===== src/rtl/core/idbf_pkg.sv =====
// Shared widths, codes and state encoding for the idle-dimming backlight fader.
// Depends on nothing; every other file of the block imports it.
package idbf_pkg;

  localparam int PCT_W     = 7;
  localparam int CFG_PCT_W = 8;
  localparam int LEN_W     = 16;
  localparam int DELAY_W   = 32;
  localparam int NOW_W     = 32;
  localparam int IDX_W     = 3;
  localparam int DATA_W    = 32;
  localparam int ROOT_W    = 10;
  localparam int RAD_W     = 2 * ROOT_W;
  localparam int PROD_W    = ROOT_W + LEN_W;
  localparam int STEP_W    = $clog2(ROOT_W);
  localparam int unsigned SCALE = 10000;

  typedef enum logic [1:0] {
    OP_UPDATE = 2'd0,
    OP_WAKE   = 2'd1,
    OP_START  = 2'd2,
    OP_RECONF = 2'd3
  } op_t;

  typedef enum logic [IDX_W-1:0] {
    REG_FULL_PCT   = 3'd0,
    REG_DIM_PCT    = 3'd1,
    REG_DIM_DELAY  = 3'd2,
    REG_FADE_UP    = 3'd3,
    REG_FADE_DOWN  = 3'd4
  } cfg_reg_t;

  typedef enum logic [2:0] {
    S_IDLE,
    S_DECIDE,
    S_ROOT,
    S_MUL,
    S_DIV,
    S_SQR,
    S_SCALE,
    S_EMIT
  } state_t;

endpackage


===== src/rtl/core/idbf_if.sv =====
// Handshake channels of the fader: operation requests in, levels out, register writes.
// Depends on idbf_pkg for the field widths.
interface idbf_in_if import idbf_pkg::*; ();
  logic             valid;
  logic             ready;
  logic [1:0]       operation;
  logic [NOW_W-1:0] now_ms;

  modport source (output valid, operation, now_ms, input ready);
  modport sink   (input valid, operation, now_ms, output ready);
endinterface

interface idbf_out_if import idbf_pkg::*; ();
  logic             valid;
  logic             ready;
  logic [PCT_W-1:0] level;
  logic             dimmed;
  logic             fading;

  modport source (output valid, level, dimmed, fading, input ready);
  modport sink   (input valid, level, dimmed, fading, output ready);
endinterface

interface idbf_cfg_if import idbf_pkg::*; ();
  logic              valid;
  logic              ready;
  logic [IDX_W-1:0]  idx;
  logic [DATA_W-1:0] wdata;

  modport source (output valid, idx, wdata, input ready);
  modport sink   (input valid, idx, wdata, output ready);
endinterface


===== src/rtl/core/idle_dim_backlight_fader_unit.sv =====
// Idle-dimming backlight fader: command decoding, brightness state and fade sequencing.
// Depends on idbf_pkg, the channel interfaces, idbf_isqrt, idbf_sermul and idbf_serdiv.
//
// The block takes one request at a time. Wake, start, reconfigure and any update that
// computes no fade position pass from the decide state to the emit state and the output
// register. An update that computes a fade position, along a running fade or as the first
// step of dimming, first runs two square roots side by side, then uses the shared
// multiplier and the shared divider twice each, every pass being ten one-bit or two-bit
// steps. A finished result waits in the output register while the next request is
// accepted. Register writes, taken in any cycle, act on every request decided later.
module idle_dim_backlight_fader_unit import idbf_pkg::*; #(
  parameter int PERCENT_MAX = 100,
  parameter int TIME_BITS   = 32
) (
  input  logic       clk,
  input  logic       rst_n,
  idbf_in_if.sink    in_ch,
  idbf_out_if.source out_ch,
  idbf_cfg_if.sink   cfg_ch
);

  state_t state_r, state_nxt;
  logic   kick_r, kick_nxt;

  logic [CFG_PCT_W-1:0] full_pct_r, dim_pct_r;
  logic [DELAY_W-1:0]   dim_delay_r;
  logic [LEN_W-1:0]     fade_up_r, fade_down_r;

  logic [PCT_W-1:0]     level_r, level_nxt;
  logic                 dimmed_r, dimmed_nxt;
  logic [LEN_W-1:0]     flen_r, flen_nxt;
  logic [PCT_W-1:0]     from_r, from_nxt;
  logic [PCT_W-1:0]     to_r, to_nxt;
  logic [TIME_BITS-1:0] fstart_r, fstart_nxt;
  logic [TIME_BITS-1:0] last_r, last_nxt;
  logic [DELAY_W-1:0]   applied_r, applied_nxt;
  op_t                  op_r, op_nxt;
  logic [TIME_BITS-1:0] now_r, now_nxt;

  logic                 out_valid_r;
  logic [PCT_W-1:0]     out_level_r;
  logic                 out_dimmed_r, out_fading_r;

  logic                 in_acc, cfg_acc, emit_go;
  logic [PCT_W-1:0]     full_c, dim_raw_c, dim_c, target_c;
  logic [TIME_BITS-1:0] gone_c, idle_c;
  logic                 gone_done_c, idle_due_c, delay_changed_c;

  logic                 root_start, mul_start, div_start;
  logic                 root_a_done, root_b_done, mul_done, div_done;
  logic [ROOT_W-1:0]    root_a, root_b, quo;
  logic [PROD_W-1:0]    prod;
  logic [RAD_W-1:0]     rad_a, rad_b;
  logic                 neg_c;
  logic [ROOT_W-1:0]    span_c, at_c, mplier_c;
  logic [LEN_W-1:0]     mcand_c, divisor_c;

  function automatic logic [PCT_W-1:0] clamp_pct(input logic [CFG_PCT_W-1:0] p);
    return (p > CFG_PCT_W'(PERCENT_MAX)) ? PCT_W'(PERCENT_MAX) : p[PCT_W-1:0];
  endfunction

  assign in_acc  = in_ch.valid && in_ch.ready;
  assign cfg_acc = cfg_ch.valid && cfg_ch.ready;
  assign emit_go = !out_valid_r || out_ch.ready;

  assign in_ch.ready  = (state_r == S_IDLE);
  assign cfg_ch.ready = 1'b1;

  assign full_c    = clamp_pct(full_pct_r);
  assign dim_raw_c = clamp_pct(dim_pct_r);
  assign dim_c     = (dim_raw_c < full_c) ? dim_raw_c : full_c;

  assign gone_c          = now_r - fstart_r;
  assign idle_c          = now_r - last_r;
  assign gone_done_c     = gone_c >= TIME_BITS'(flen_r);
  assign idle_due_c      = DELAY_W'(idle_c) >= applied_r;
  assign delay_changed_c = dim_delay_r != applied_r;
  assign target_c        = dim_c;

  // Perceptual endpoints, the signed step and the position along the fade.
  assign rad_a    = RAD_W'(from_r) * RAD_W'(SCALE);
  assign rad_b    = RAD_W'(to_r) * RAD_W'(SCALE);
  assign neg_c    = root_b < root_a;
  assign span_c   = neg_c ? (root_a - root_b) : (root_b - root_a);
  assign at_c     = neg_c ? (root_a - quo) : (root_a + quo);
  assign mplier_c = (state_r == S_MUL) ? span_c : at_c;
  assign mcand_c  = (state_r == S_MUL) ? gone_c[LEN_W-1:0] : LEN_W'(at_c);
  assign divisor_c = (state_r == S_DIV) ? flen_r : LEN_W'(SCALE);

  assign root_start = kick_r && (state_r == S_ROOT);
  assign mul_start  = kick_r && ((state_r == S_MUL) || (state_r == S_SQR));
  assign div_start  = kick_r && ((state_r == S_DIV) || (state_r == S_SCALE));

  idbf_isqrt u_root_a (
    .clk      (clk),
    .rst_n    (rst_n),
    .start    (root_start),
    .radicand (rad_a),
    .done     (root_a_done),
    .root     (root_a)
  );

  idbf_isqrt u_root_b (
    .clk      (clk),
    .rst_n    (rst_n),
    .start    (root_start),
    .radicand (rad_b),
    .done     (root_b_done),
    .root     (root_b)
  );

  idbf_sermul u_mul (
    .clk     (clk),
    .rst_n   (rst_n),
    .start   (mul_start),
    .mplier  (mplier_c),
    .mcand   (mcand_c),
    .done    (mul_done),
    .product (prod)
  );

  idbf_serdiv u_div (
    .clk      (clk),
    .rst_n    (rst_n),
    .start    (div_start),
    .dividend (prod),
    .divisor  (divisor_c),
    .done     (div_done),
    .quotient (quo)
  );

  always_ff @(posedge clk) begin
    if (!rst_n) begin
      state_r <= S_IDLE;
    end else begin
      state_r <= state_nxt;
    end
  end

  always_comb begin
    state_nxt   = state_r;
    level_nxt   = level_r;
    dimmed_nxt  = dimmed_r;
    flen_nxt    = flen_r;
    from_nxt    = from_r;
    to_nxt      = to_r;
    fstart_nxt  = fstart_r;
    last_nxt    = last_r;
    applied_nxt = applied_r;
    op_nxt      = op_r;
    now_nxt     = now_r;
    unique case (state_r)
      S_IDLE: begin
        if (in_acc) begin
          op_nxt    = op_t'(in_ch.operation);
          now_nxt   = in_ch.now_ms[TIME_BITS-1:0];
          state_nxt = S_DECIDE;
        end
      end
      S_DECIDE: begin
        state_nxt = S_EMIT;
        unique case (op_r)
          OP_UPDATE: begin
            if (flen_r != '0) begin
              if (gone_done_c) begin
                level_nxt = to_r;
                flen_nxt  = '0;
              end else begin
                state_nxt = S_ROOT;
              end
            end else if (!dimmed_r && (applied_r != '0) && idle_due_c) begin
              dimmed_nxt = 1'b1;
              if ((fade_down_r == '0) || (target_c == level_r)) begin
                level_nxt = target_c;
                flen_nxt  = '0;
              end else begin
                from_nxt   = level_r;
                to_nxt     = target_c;
                flen_nxt   = fade_down_r;
                fstart_nxt = now_r;
                state_nxt  = S_ROOT;
              end
            end
          end
          OP_WAKE: begin
            last_nxt = now_r;
            if (dimmed_r) begin
              dimmed_nxt = 1'b0;
              level_nxt  = full_c;
              flen_nxt   = '0;
            end
          end
          OP_START: begin
            applied_nxt = dim_delay_r;
            dimmed_nxt  = 1'b0;
            last_nxt    = now_r;
            fstart_nxt  = now_r;
            if ((fade_up_r == '0) || (full_c == '0)) begin
              level_nxt = full_c;
              flen_nxt  = '0;
              from_nxt  = '0;
              to_nxt    = '0;
            end else begin
              level_nxt = '0;
              from_nxt  = '0;
              to_nxt    = full_c;
              flen_nxt  = fade_up_r;
            end
          end
          OP_RECONF: begin
            applied_nxt = dim_delay_r;
            flen_nxt    = '0;
            if (delay_changed_c) begin
              dimmed_nxt = 1'b0;
              last_nxt   = now_r;
              level_nxt  = full_c;
            end else begin
              level_nxt = dimmed_r ? dim_c : full_c;
            end
          end
        endcase
      end
      S_ROOT: begin
        if (root_a_done && root_b_done) begin
          state_nxt = S_MUL;
        end
      end
      S_MUL: begin
        if (mul_done) begin
          state_nxt = S_DIV;
        end
      end
      S_DIV: begin
        if (div_done) begin
          state_nxt = S_SQR;
        end
      end
      S_SQR: begin
        if (mul_done) begin
          state_nxt = S_SCALE;
        end
      end
      S_SCALE: begin
        if (div_done) begin
          level_nxt = (quo > ROOT_W'(PERCENT_MAX)) ? PCT_W'(PERCENT_MAX) : quo[PCT_W-1:0];
          state_nxt = S_EMIT;
        end
      end
      S_EMIT: begin
        if (emit_go) begin
          state_nxt = S_IDLE;
        end
      end
      default: begin
        state_nxt = S_IDLE;
      end
    endcase
    kick_nxt = (state_nxt != state_r) &&
               (state_nxt inside {S_ROOT, S_MUL, S_DIV, S_SQR, S_SCALE});
  end

  always_ff @(posedge clk) begin
    if (!rst_n) begin
      kick_r    <= 1'b0;
      level_r   <= '0;
      dimmed_r  <= 1'b0;
      flen_r    <= '0;
      from_r    <= '0;
      to_r      <= '0;
      fstart_r  <= '0;
      last_r    <= '0;
      applied_r <= '0;
    end else begin
      kick_r    <= kick_nxt;
      level_r   <= level_nxt;
      dimmed_r  <= dimmed_nxt;
      flen_r    <= flen_nxt;
      from_r    <= from_nxt;
      to_r      <= to_nxt;
      fstart_r  <= fstart_nxt;
      last_r    <= last_nxt;
      applied_r <= applied_nxt;
    end
  end

  always_ff @(posedge clk) begin
    op_r  <= op_nxt;
    now_r <= now_nxt;
  end

  always_ff @(posedge clk) begin
    if (!rst_n) begin
      full_pct_r  <= CFG_PCT_W'(100);
      dim_pct_r   <= CFG_PCT_W'(20);
      dim_delay_r <= '0;
      fade_up_r   <= LEN_W'(400);
      fade_down_r <= LEN_W'(400);
    end else if (cfg_acc) begin
      unique case (cfg_reg_t'(cfg_ch.idx))
        REG_FULL_PCT:  full_pct_r  <= cfg_ch.wdata[CFG_PCT_W-1:0];
        REG_DIM_PCT:   dim_pct_r   <= cfg_ch.wdata[CFG_PCT_W-1:0];
        REG_DIM_DELAY: dim_delay_r <= cfg_ch.wdata[DELAY_W-1:0];
        REG_FADE_UP:   fade_up_r   <= cfg_ch.wdata[LEN_W-1:0];
        REG_FADE_DOWN: fade_down_r <= cfg_ch.wdata[LEN_W-1:0];
        default: begin
        end
      endcase
    end
  end

  always_ff @(posedge clk) begin
    if (!rst_n) begin
      out_valid_r <= 1'b0;
    end else if ((state_r == S_EMIT) && emit_go) begin
      out_valid_r <= 1'b1;
    end else if (out_ch.ready) begin
      out_valid_r <= 1'b0;
    end
  end

  always_ff @(posedge clk) begin
    if ((state_r == S_EMIT) && emit_go) begin
      out_level_r  <= level_r;
      out_dimmed_r <= dimmed_r;
      out_fading_r <= flen_r != '0;
    end
  end

  assign out_ch.valid  = out_valid_r;
  assign out_ch.level  = out_level_r;
  assign out_ch.dimmed = out_dimmed_r;
  assign out_ch.fading = out_fading_r;

endmodule


===== src/rtl/core/idbf_isqrt.sv =====
// Digit-serial integer square root: two radicand bits in, one root bit out per cycle.
// Depends on idbf_pkg for the radicand and root widths.
module idbf_isqrt import idbf_pkg::*; (
  input  logic              clk,
  input  logic              rst_n,
  input  logic              start,
  input  logic [RAD_W-1:0]  radicand,
  output logic              done,
  output logic [ROOT_W-1:0] root
);

  logic [RAD_W-1:0]  rad_r, rad_nxt;
  logic [ROOT_W:0]   rem_r, rem_nxt;
  logic [ROOT_W-1:0] root_r, root_nxt;
  logic [STEP_W-1:0] cnt_r, cnt_nxt;
  logic              busy_r, busy_nxt;
  logic              done_r, done_nxt;
  logic [ROOT_W+2:0] rem_sh;
  logic [ROOT_W+2:0] trial;
  logic              ge;

  assign rem_sh = {rem_r, rad_r[RAD_W-1 -: 2]};
  assign trial  = {1'b0, root_r, 2'b01};
  assign ge     = rem_sh >= trial;

  always_comb begin
    rad_nxt  = rad_r;
    rem_nxt  = rem_r;
    root_nxt = root_r;
    cnt_nxt  = cnt_r;
    busy_nxt = busy_r;
    done_nxt = 1'b0;
    if (start) begin
      rad_nxt  = radicand;
      rem_nxt  = '0;
      root_nxt = '0;
      cnt_nxt  = STEP_W'(ROOT_W - 1);
      busy_nxt = 1'b1;
    end else if (busy_r) begin
      rad_nxt  = {rad_r[RAD_W-3:0], 2'b00};
      root_nxt = {root_r[ROOT_W-2:0], ge};
      if (ge) begin
        rem_nxt = rem_sh[ROOT_W:0] - trial[ROOT_W:0];
      end else begin
        rem_nxt = rem_sh[ROOT_W:0];
      end
      cnt_nxt = cnt_r - 1'b1;
      if (cnt_r == '0) begin
        busy_nxt = 1'b0;
        done_nxt = 1'b1;
      end
    end
  end

  always_ff @(posedge clk) begin
    if (!rst_n) begin
      busy_r <= 1'b0;
      done_r <= 1'b0;
      cnt_r  <= '0;
    end else begin
      busy_r <= busy_nxt;
      done_r <= done_nxt;
      cnt_r  <= cnt_nxt;
    end
  end

  always_ff @(posedge clk) begin
    rad_r  <= rad_nxt;
    rem_r  <= rem_nxt;
    root_r <= root_nxt;
  end

  assign done = done_r;
  assign root = root_r;

endmodule


===== src/rtl/core/idbf_sermul.sv =====
// Bit-serial shift-and-add multiplier, one multiplier bit per cycle.
// Depends on idbf_pkg for the operand and product widths.
module idbf_sermul import idbf_pkg::*; (
  input  logic              clk,
  input  logic              rst_n,
  input  logic              start,
  input  logic [ROOT_W-1:0] mplier,
  input  logic [LEN_W-1:0]  mcand,
  output logic              done,
  output logic [PROD_W-1:0] product
);

  logic [ROOT_W-1:0] a_r, a_nxt;
  logic [PROD_W-1:0] b_r, b_nxt;
  logic [PROD_W-1:0] acc_r, acc_nxt;
  logic [STEP_W-1:0] cnt_r, cnt_nxt;
  logic              busy_r, busy_nxt;
  logic              done_r, done_nxt;

  always_comb begin
    a_nxt    = a_r;
    b_nxt    = b_r;
    acc_nxt  = acc_r;
    cnt_nxt  = cnt_r;
    busy_nxt = busy_r;
    done_nxt = 1'b0;
    if (start) begin
      a_nxt    = mplier;
      b_nxt    = PROD_W'(mcand);
      acc_nxt  = '0;
      cnt_nxt  = STEP_W'(ROOT_W - 1);
      busy_nxt = 1'b1;
    end else if (busy_r) begin
      if (a_r[0]) begin
        acc_nxt = acc_r + b_r;
      end
      a_nxt   = a_r >> 1;
      b_nxt   = b_r << 1;
      cnt_nxt = cnt_r - 1'b1;
      if (cnt_r == '0) begin
        busy_nxt = 1'b0;
        done_nxt = 1'b1;
      end
    end
  end

  always_ff @(posedge clk) begin
    if (!rst_n) begin
      busy_r <= 1'b0;
      done_r <= 1'b0;
      cnt_r  <= '0;
    end else begin
      busy_r <= busy_nxt;
      done_r <= done_nxt;
      cnt_r  <= cnt_nxt;
    end
  end

  always_ff @(posedge clk) begin
    a_r   <= a_nxt;
    b_r   <= b_nxt;
    acc_r <= acc_nxt;
  end

  assign done    = done_r;
  assign product = acc_r;

endmodule


===== src/rtl/core/idbf_serdiv.sv =====
// Bit-serial restoring divider yielding a short quotient, one quotient bit per cycle.
// The dividend must be below the divisor times two to the quotient width.
// Depends on idbf_pkg for the widths.
module idbf_serdiv import idbf_pkg::*; (
  input  logic              clk,
  input  logic              rst_n,
  input  logic              start,
  input  logic [PROD_W-1:0] dividend,
  input  logic [LEN_W-1:0]  divisor,
  output logic              done,
  output logic [ROOT_W-1:0] quotient
);

  logic [PROD_W-1:0] rem_r, rem_nxt;
  logic [PROD_W-1:0] den_r, den_nxt;
  logic [ROOT_W-1:0] quo_r, quo_nxt;
  logic [STEP_W-1:0] cnt_r, cnt_nxt;
  logic              busy_r, busy_nxt;
  logic              done_r, done_nxt;
  logic              ge;

  assign ge = rem_r >= den_r;

  always_comb begin
    rem_nxt  = rem_r;
    den_nxt  = den_r;
    quo_nxt  = quo_r;
    cnt_nxt  = cnt_r;
    busy_nxt = busy_r;
    done_nxt = 1'b0;
    if (start) begin
      rem_nxt  = dividend;
      den_nxt  = PROD_W'(divisor) << (ROOT_W - 1);
      quo_nxt  = '0;
      cnt_nxt  = STEP_W'(ROOT_W - 1);
      busy_nxt = 1'b1;
    end else if (busy_r) begin
      if (ge) begin
        rem_nxt = rem_r - den_r;
      end
      quo_nxt = {quo_r[ROOT_W-2:0], ge};
      den_nxt = den_r >> 1;
      cnt_nxt = cnt_r - 1'b1;
      if (cnt_r == '0) begin
        busy_nxt = 1'b0;
        done_nxt = 1'b1;
      end
    end
  end

  always_ff @(posedge clk) begin
    if (!rst_n) begin
      busy_r <= 1'b0;
      done_r <= 1'b0;
      cnt_r  <= '0;
    end else begin
      busy_r <= busy_nxt;
      done_r <= done_nxt;
      cnt_r  <= cnt_nxt;
    end
  end

  always_ff @(posedge clk) begin
    rem_r <= rem_nxt;
    den_r <= den_nxt;
    quo_r <= quo_nxt;
  end

  assign done     = done_r;
  assign quotient = quo_r;

endmodule


===== src/flat_wrapper.sv =====
// flat-port wrapper written by rule: the top's interface ports become plain ports
module idle_dim_backlight_fader_unit_flat import idbf_pkg::*;
#(
  parameter int PERCENT_MAX = 100,
  parameter int TIME_BITS   = 32
)
  (clk, rst_n, in_ch_valid, in_ch_operation, in_ch_now_ms, in_ch_ready, out_ch_valid, out_ch_level, out_ch_dimmed, out_ch_fading, out_ch_ready, cfg_ch_valid, cfg_ch_idx, cfg_ch_wdata, cfg_ch_ready);
  idbf_in_if in_ch_i ();
  idbf_out_if out_ch_i ();
  idbf_cfg_if cfg_ch_i ();
  input  logic clk;
  input  logic rst_n;
  input wire logic [$bits(in_ch_i.valid)-1:0] in_ch_valid;
  input wire logic [$bits(in_ch_i.operation)-1:0] in_ch_operation;
  input wire logic [$bits(in_ch_i.now_ms)-1:0] in_ch_now_ms;
  output wire logic [$bits(in_ch_i.ready)-1:0] in_ch_ready;
  output wire logic [$bits(out_ch_i.valid)-1:0] out_ch_valid;
  output wire logic [$bits(out_ch_i.level)-1:0] out_ch_level;
  output wire logic [$bits(out_ch_i.dimmed)-1:0] out_ch_dimmed;
  output wire logic [$bits(out_ch_i.fading)-1:0] out_ch_fading;
  input wire logic [$bits(out_ch_i.ready)-1:0] out_ch_ready;
  input wire logic [$bits(cfg_ch_i.valid)-1:0] cfg_ch_valid;
  input wire logic [$bits(cfg_ch_i.idx)-1:0] cfg_ch_idx;
  input wire logic [$bits(cfg_ch_i.wdata)-1:0] cfg_ch_wdata;
  output wire logic [$bits(cfg_ch_i.ready)-1:0] cfg_ch_ready;
  assign in_ch_i.valid = in_ch_valid;
  assign in_ch_i.operation = in_ch_operation;
  assign in_ch_i.now_ms = in_ch_now_ms;
  assign in_ch_ready = in_ch_i.ready;
  assign out_ch_valid = out_ch_i.valid;
  assign out_ch_level = out_ch_i.level;
  assign out_ch_dimmed = out_ch_i.dimmed;
  assign out_ch_fading = out_ch_i.fading;
  assign out_ch_i.ready = out_ch_ready;
  assign cfg_ch_i.valid = cfg_ch_valid;
  assign cfg_ch_i.idx = cfg_ch_idx;
  assign cfg_ch_i.wdata = cfg_ch_wdata;
  assign cfg_ch_ready = cfg_ch_i.ready;
  idle_dim_backlight_fader_unit #(.PERCENT_MAX(PERCENT_MAX), .TIME_BITS(TIME_BITS)) u_core (.clk(clk), .rst_n(rst_n), .in_ch(in_ch_i), .out_ch(out_ch_i), .cfg_ch(cfg_ch_i));
endmodule

===== config.mk =====
export PLATFORM = sky130hd
export DESIGN_NAME = idle_dim_backlight_fader_unit_flat
export DESIGN_NICKNAME = d
export VERILOG_FILES = /design/src/rtl/core/idbf_pkg.sv /design/src/rtl/core/idbf_if.sv /design/src/rtl/core/idle_dim_backlight_fader_unit.sv /design/src/rtl/core/idbf_isqrt.sv /design/src/rtl/core/idbf_sermul.sv /design/src/rtl/core/idbf_serdiv.sv /design/src/flat_wrapper.sv
export SDC_FILE = /design/constraint.sdc
export NUM_CORES = 1
export LEC_CHECK = 0
export ABC_CLOCK_PERIOD_IN_PS = 7600
export BUFFER_PORTS_ARGS = -buffer_cell sky130_fd_sc_hd__buf_2
export CAP_MARGIN = 10
export CORE_MARGIN = 2
export CORE_UTILIZATION = 28
export DETAILED_ROUTE_END_ITERATION = 7
export PLACE_DENSITY = 0.52
export RECOVER_POWER = 50
export SLEW_MARGIN = 20
export SYNTH_ARGS = -nofsm -noshare
export SYNTH_HDL_FRONTEND = slang
export SYNTH_SLANG_ARGS = --single-unit

===== constraint.sdc =====
create_clock -name clk -period 7.6 [get_ports clk]
set_input_delay 1.14 -clock clk [delete_from_list [all_inputs] [get_ports clk]]
set_output_delay 1.14 -clock clk [all_outputs]
set_load 0.02 [all_outputs]

==> impl_metrics.env <==
export IMPL_hold_depth=2
export IMPL_required_ps=8180
export IMPL_worst_setup_path_end_kind="register"
export IMPL_finalCritPeriodShare_pct=81.3
export IMPL_seqCellArea_mm2=0.0111
export IMPL_drc=0
export IMPL_met2_usage_pct=24.2
export IMPL_hold_path_class="register to register"
export IMPL_dr_pass1_iters=8
export IMPL_netlist_area_mm2=0.0315
export IMPL_synth_nets=4136
export IMPL_fmax_mhz=162
export IMPL_ys_async_sr_fraction_pct=0
export IMPL_cp_data_arrival_time_ps=6750
export IMPL_core_mm2=0.111
export IMPL_drt_initial_drc_count=1870
export IMPL_maxCapViolCount=7
export IMPL_relSlewSlack_pct=-90.2
export IMPL_antenna_found_initial=3
export IMPL_synth_edf_count=143
export IMPL_setup_viol=0
export IMPL_cts_buffers=54
export IMPL_report_power_total_mw=10.2
export IMPL_clk_pin_slew_worst_paths_ps=60
export IMPL_vdd_ir_drop_max_mv=0.174
export IMPL_cts_sinks=483
export IMPL_portBuffers=84
export IMPL_area_growth_pct=11.7
export IMPL_ys_ff_latch=483
export IMPL_wl_per_cell_um=16.8
export IMPL_syn_inst=3744
export IMPL_multiInputGateArea_mm2=0.0187
export IMPL_avgSynthCellArea_um2=8.41
export IMPL_viasPerCell=5.01
export IMPL_rr_startpoint="u_core.now_r[8]"
export IMPL_critPathKind="register to register"
export IMPL_row_count=122
export IMPL_nets=4130
export IMPL_hold_viol=0
export IMPL_cts_setup_buffers=0
export IMPL_grt_pass1_vias=24900
export IMPL_grt_usage_pct=14.9
export IMPL_ff2ff_setup_slack_ps=1420
export IMPL_vias=26400
export IMPL_hp_start="u_core.dim_pct_r[0]"
export IMPL_start_util_pct=28.3
export IMPL_outcome="finished, violations left"
export IMPL_fillers=11900
export IMPL_io_pins=86
export IMPL_grt_pass1_wl_um=141000
export IMPL_ys_warnings_count=0
export IMPL_slowest_delay_ps=810
export IMPL_rsz0062_at_grt="no"
export IMPL_die_y_um=339
export IMPL_leakagePower_nw=14.0
export IMPL_diodes=0
export IMPL_die_width_um=339
export IMPL_worst_path_buf_inv=0
export IMPL_crit_fanout=7
export IMPL_r2r_cells=19
export IMPL_use_met3_pct=1.88
export IMPL_layout_commonest_cell="nand2_1"
export IMPL_mostFrequentLayoutCells="nand2_1, a21oi_1, dfxtp_1, nor2_1, ha_1"
export IMPL_cts_resized=0
export IMPL_grt_overflow=0
export IMPL_p_per_area_mw_per_mm2=289
export IMPL_timing_rr_end="u_core.from_r[4]"
export IMPL_ys_types=90
export IMPL_synth_flop_cell="dfxtp_1"
export IMPL_postCtsHoldBufs=0
export IMPL_layout_min_cycle_time_ps=6180
export IMPL_clockBufferDepth=3
export IMPL_ctsHtreeMaxLevel=2
export IMPL_grt_max_degree=85
export IMPL_met1_usage_pct=21.1
export IMPL_routed_wl_um=88300
export IMPL_dieArea_mm2=0.115
export IMPL_worstSkewPairLatency_ps=660
export IMPL_seq_area_frac_synth_pct=35.3
export IMPL_slew_violations=343
export IMPL_worstMarginPinSlew_ps=2850
export IMPL_path_delay_family="compound AO/OA/AOI/OAI gates"
export IMPL_cts_tree="done"
export IMPL_cp_start_kind="register"
export IMPL_fin_worst_skew_ps=44.3
export IMPL_place_congestion=0.867
export IMPL_gr_max_usage_layer="met2"
export IMPL_finalSetupTns_ps=0
export IMPL_drtAntennaViolNets=0
export IMPL_layout_drive_gt1_share_pct=5.68
export IMPL_slowest_stage="nor3_1"
export IMPL_dp_hpwl_um=65300
export IMPL_hold_path_end="u_core.dim_pct_r[0]"
export IMPL_worstPathCellList="ha_1 -> a2111oi_0 -> a22oi_1 -> a21o_1 -> a41oi_2 -> o221ai_1 -> a21o_1 -> o41ai_1 -> a21oi_1 -> or4_1 -> nand3_1 -> ha_1 -> o211ai_1 -> o21ai_0 -> nor3_1 -> a211o_1 -> or3_1 -> nor3_1 -> a32o_1"
export IMPL_failed_checks="capacitance limit, slew limit"
export IMPL_cts_root_buf="clkbuf_16"
[stage by stage]
step           util (%)  setup slack [ps]  instances  hold slack (ps)  cell area [µm²]
3_5_place_dp       30.0              1390       5170              455            33300
4_1_cts            31.7              1340       5272              462            35200
5_1_grt            31.6               971       5272              489            35100
2_1_floorplan         -              2580       3744              403            31500
3_3_place_gp       30.0              1520       5170              443            33300
6_report           31.6              1420       5272              461            35100
[layer usage]
metal  vias up  part of all wire, %  wire (µm)
li1      13300                    -          -
met1     12500                   49      43000
met2       489                   45      39900
met3       114                  4.0       3560
met4         0                  2.2       1930
met5         -                    0          0
[area by class of cell]
class | instances | share of cell area (%)
Multi-Input combinational cell | 2803 | 53.2
Sequential cell | 483 | 31.6
Tap cell | 1488 | 5.30
Clock buffer | 91 | 4.92
Inverter | 287 | 3.08
Timing Repair Buffer | 109 | 1.54
Clock inverter | 11 | 0.413
[cell families (layout without fill, tap and decap cells)]
kind of cell / count (synthesis) / after routing / share of synthesized area, %
buf+inv: 458 / 498 / 5.56
mux: 123 / 123 / 3.94
xor+xnor: 178 / 178 / 4.95
other cells: 1 / 1 / 0.0119
compound gates: 974 / 974 / 19.6
flops: 483 / 483 / 35.3
simple gates: 1209 / 1209 / 17.4
fa+ha+maj: 318 / 318 / 13.2
[worst max path at each step]
stage | start | to | slack [ps] | cells after the start
after floorplan | u_core.now_r[8] | u_core.from_r[0] | 2580 | 19
after global placement | u_core.now_r[8] | u_core.from_r[4] | 1520 | 19
after detailed placement | u_core.now_r[8] | u_core.from_r[3] | 1390 | 19
after CTS | u_core.now_r[8] | u_core.from_r[1] | 1340 | 19
after global routing | u_core.now_r[8] | u_core.from_r[4] | 970 | 19
final | u_core.now_r[8] | u_core.from_r[4] | 1420 | 19
[flip-flops by register name, indices dropped and copies added (netlist names), 25 cells and up]
| signal | flops |
|---|---|
| u_core.u_div.rem_r | 26 |
| u_core.applied_r | 32 |
| u_core.fstart_r | 32 |
| u_core.last_r | 32 |
| u_core.u_mul.b_r | 26 |
| u_core.u_mul.product | 26 |
| u_core.u_div.den_r | 25 |
| u_core.dim_delay_r | 32 |
| u_core.now_r | 32 |
[cells in the mapped netlist, types with 11 or more instances]
library cell,number,area (µm²)
ha_1,295,3690
o21ai_0,194,971
nor3_1,63,315
fa_1,23,460
or3_1,23,144
nor2_1,301,1130
o21bai_1,28,210
o31ai_1,36,270
a211oi_1,51,383
clkbuf_1,137,514
a31oi_1,21,131
a21oi_1,362,1810
and3_1,24,150
and2_1,16,100
xor2_1,75,657
xnor2_1,103,902
nand4_1,33,206
buf_2,11,55.1
a32o_1,25,250
nor4_1,43,269
mux2i_1,116,1160
or2_2,16,100
o21a_1,36,270
inv_1,285,1070
dfxtp_1,340,6810
nor2b_1,32,200
buf_1,18,67.6
a21o_1,63,473
nand2_1,479,1800
nand3_1,109,546
edfxtp_1,143,4290
nand2b_1,27,169
o211ai_1,20,150
[power breakdown]
part / internal [mW] / switching, mW
sequential: 2.96 / 0.304
combinational: 1.67 / 2.48
clock: 1.59 / 1.17
[worst min-delay path: stages, from the launching register on]
cell     delay [ps]
dfxtp_1         310
nand2_1          50
a21oi_1          50
(Power assumes the default switching activity.)
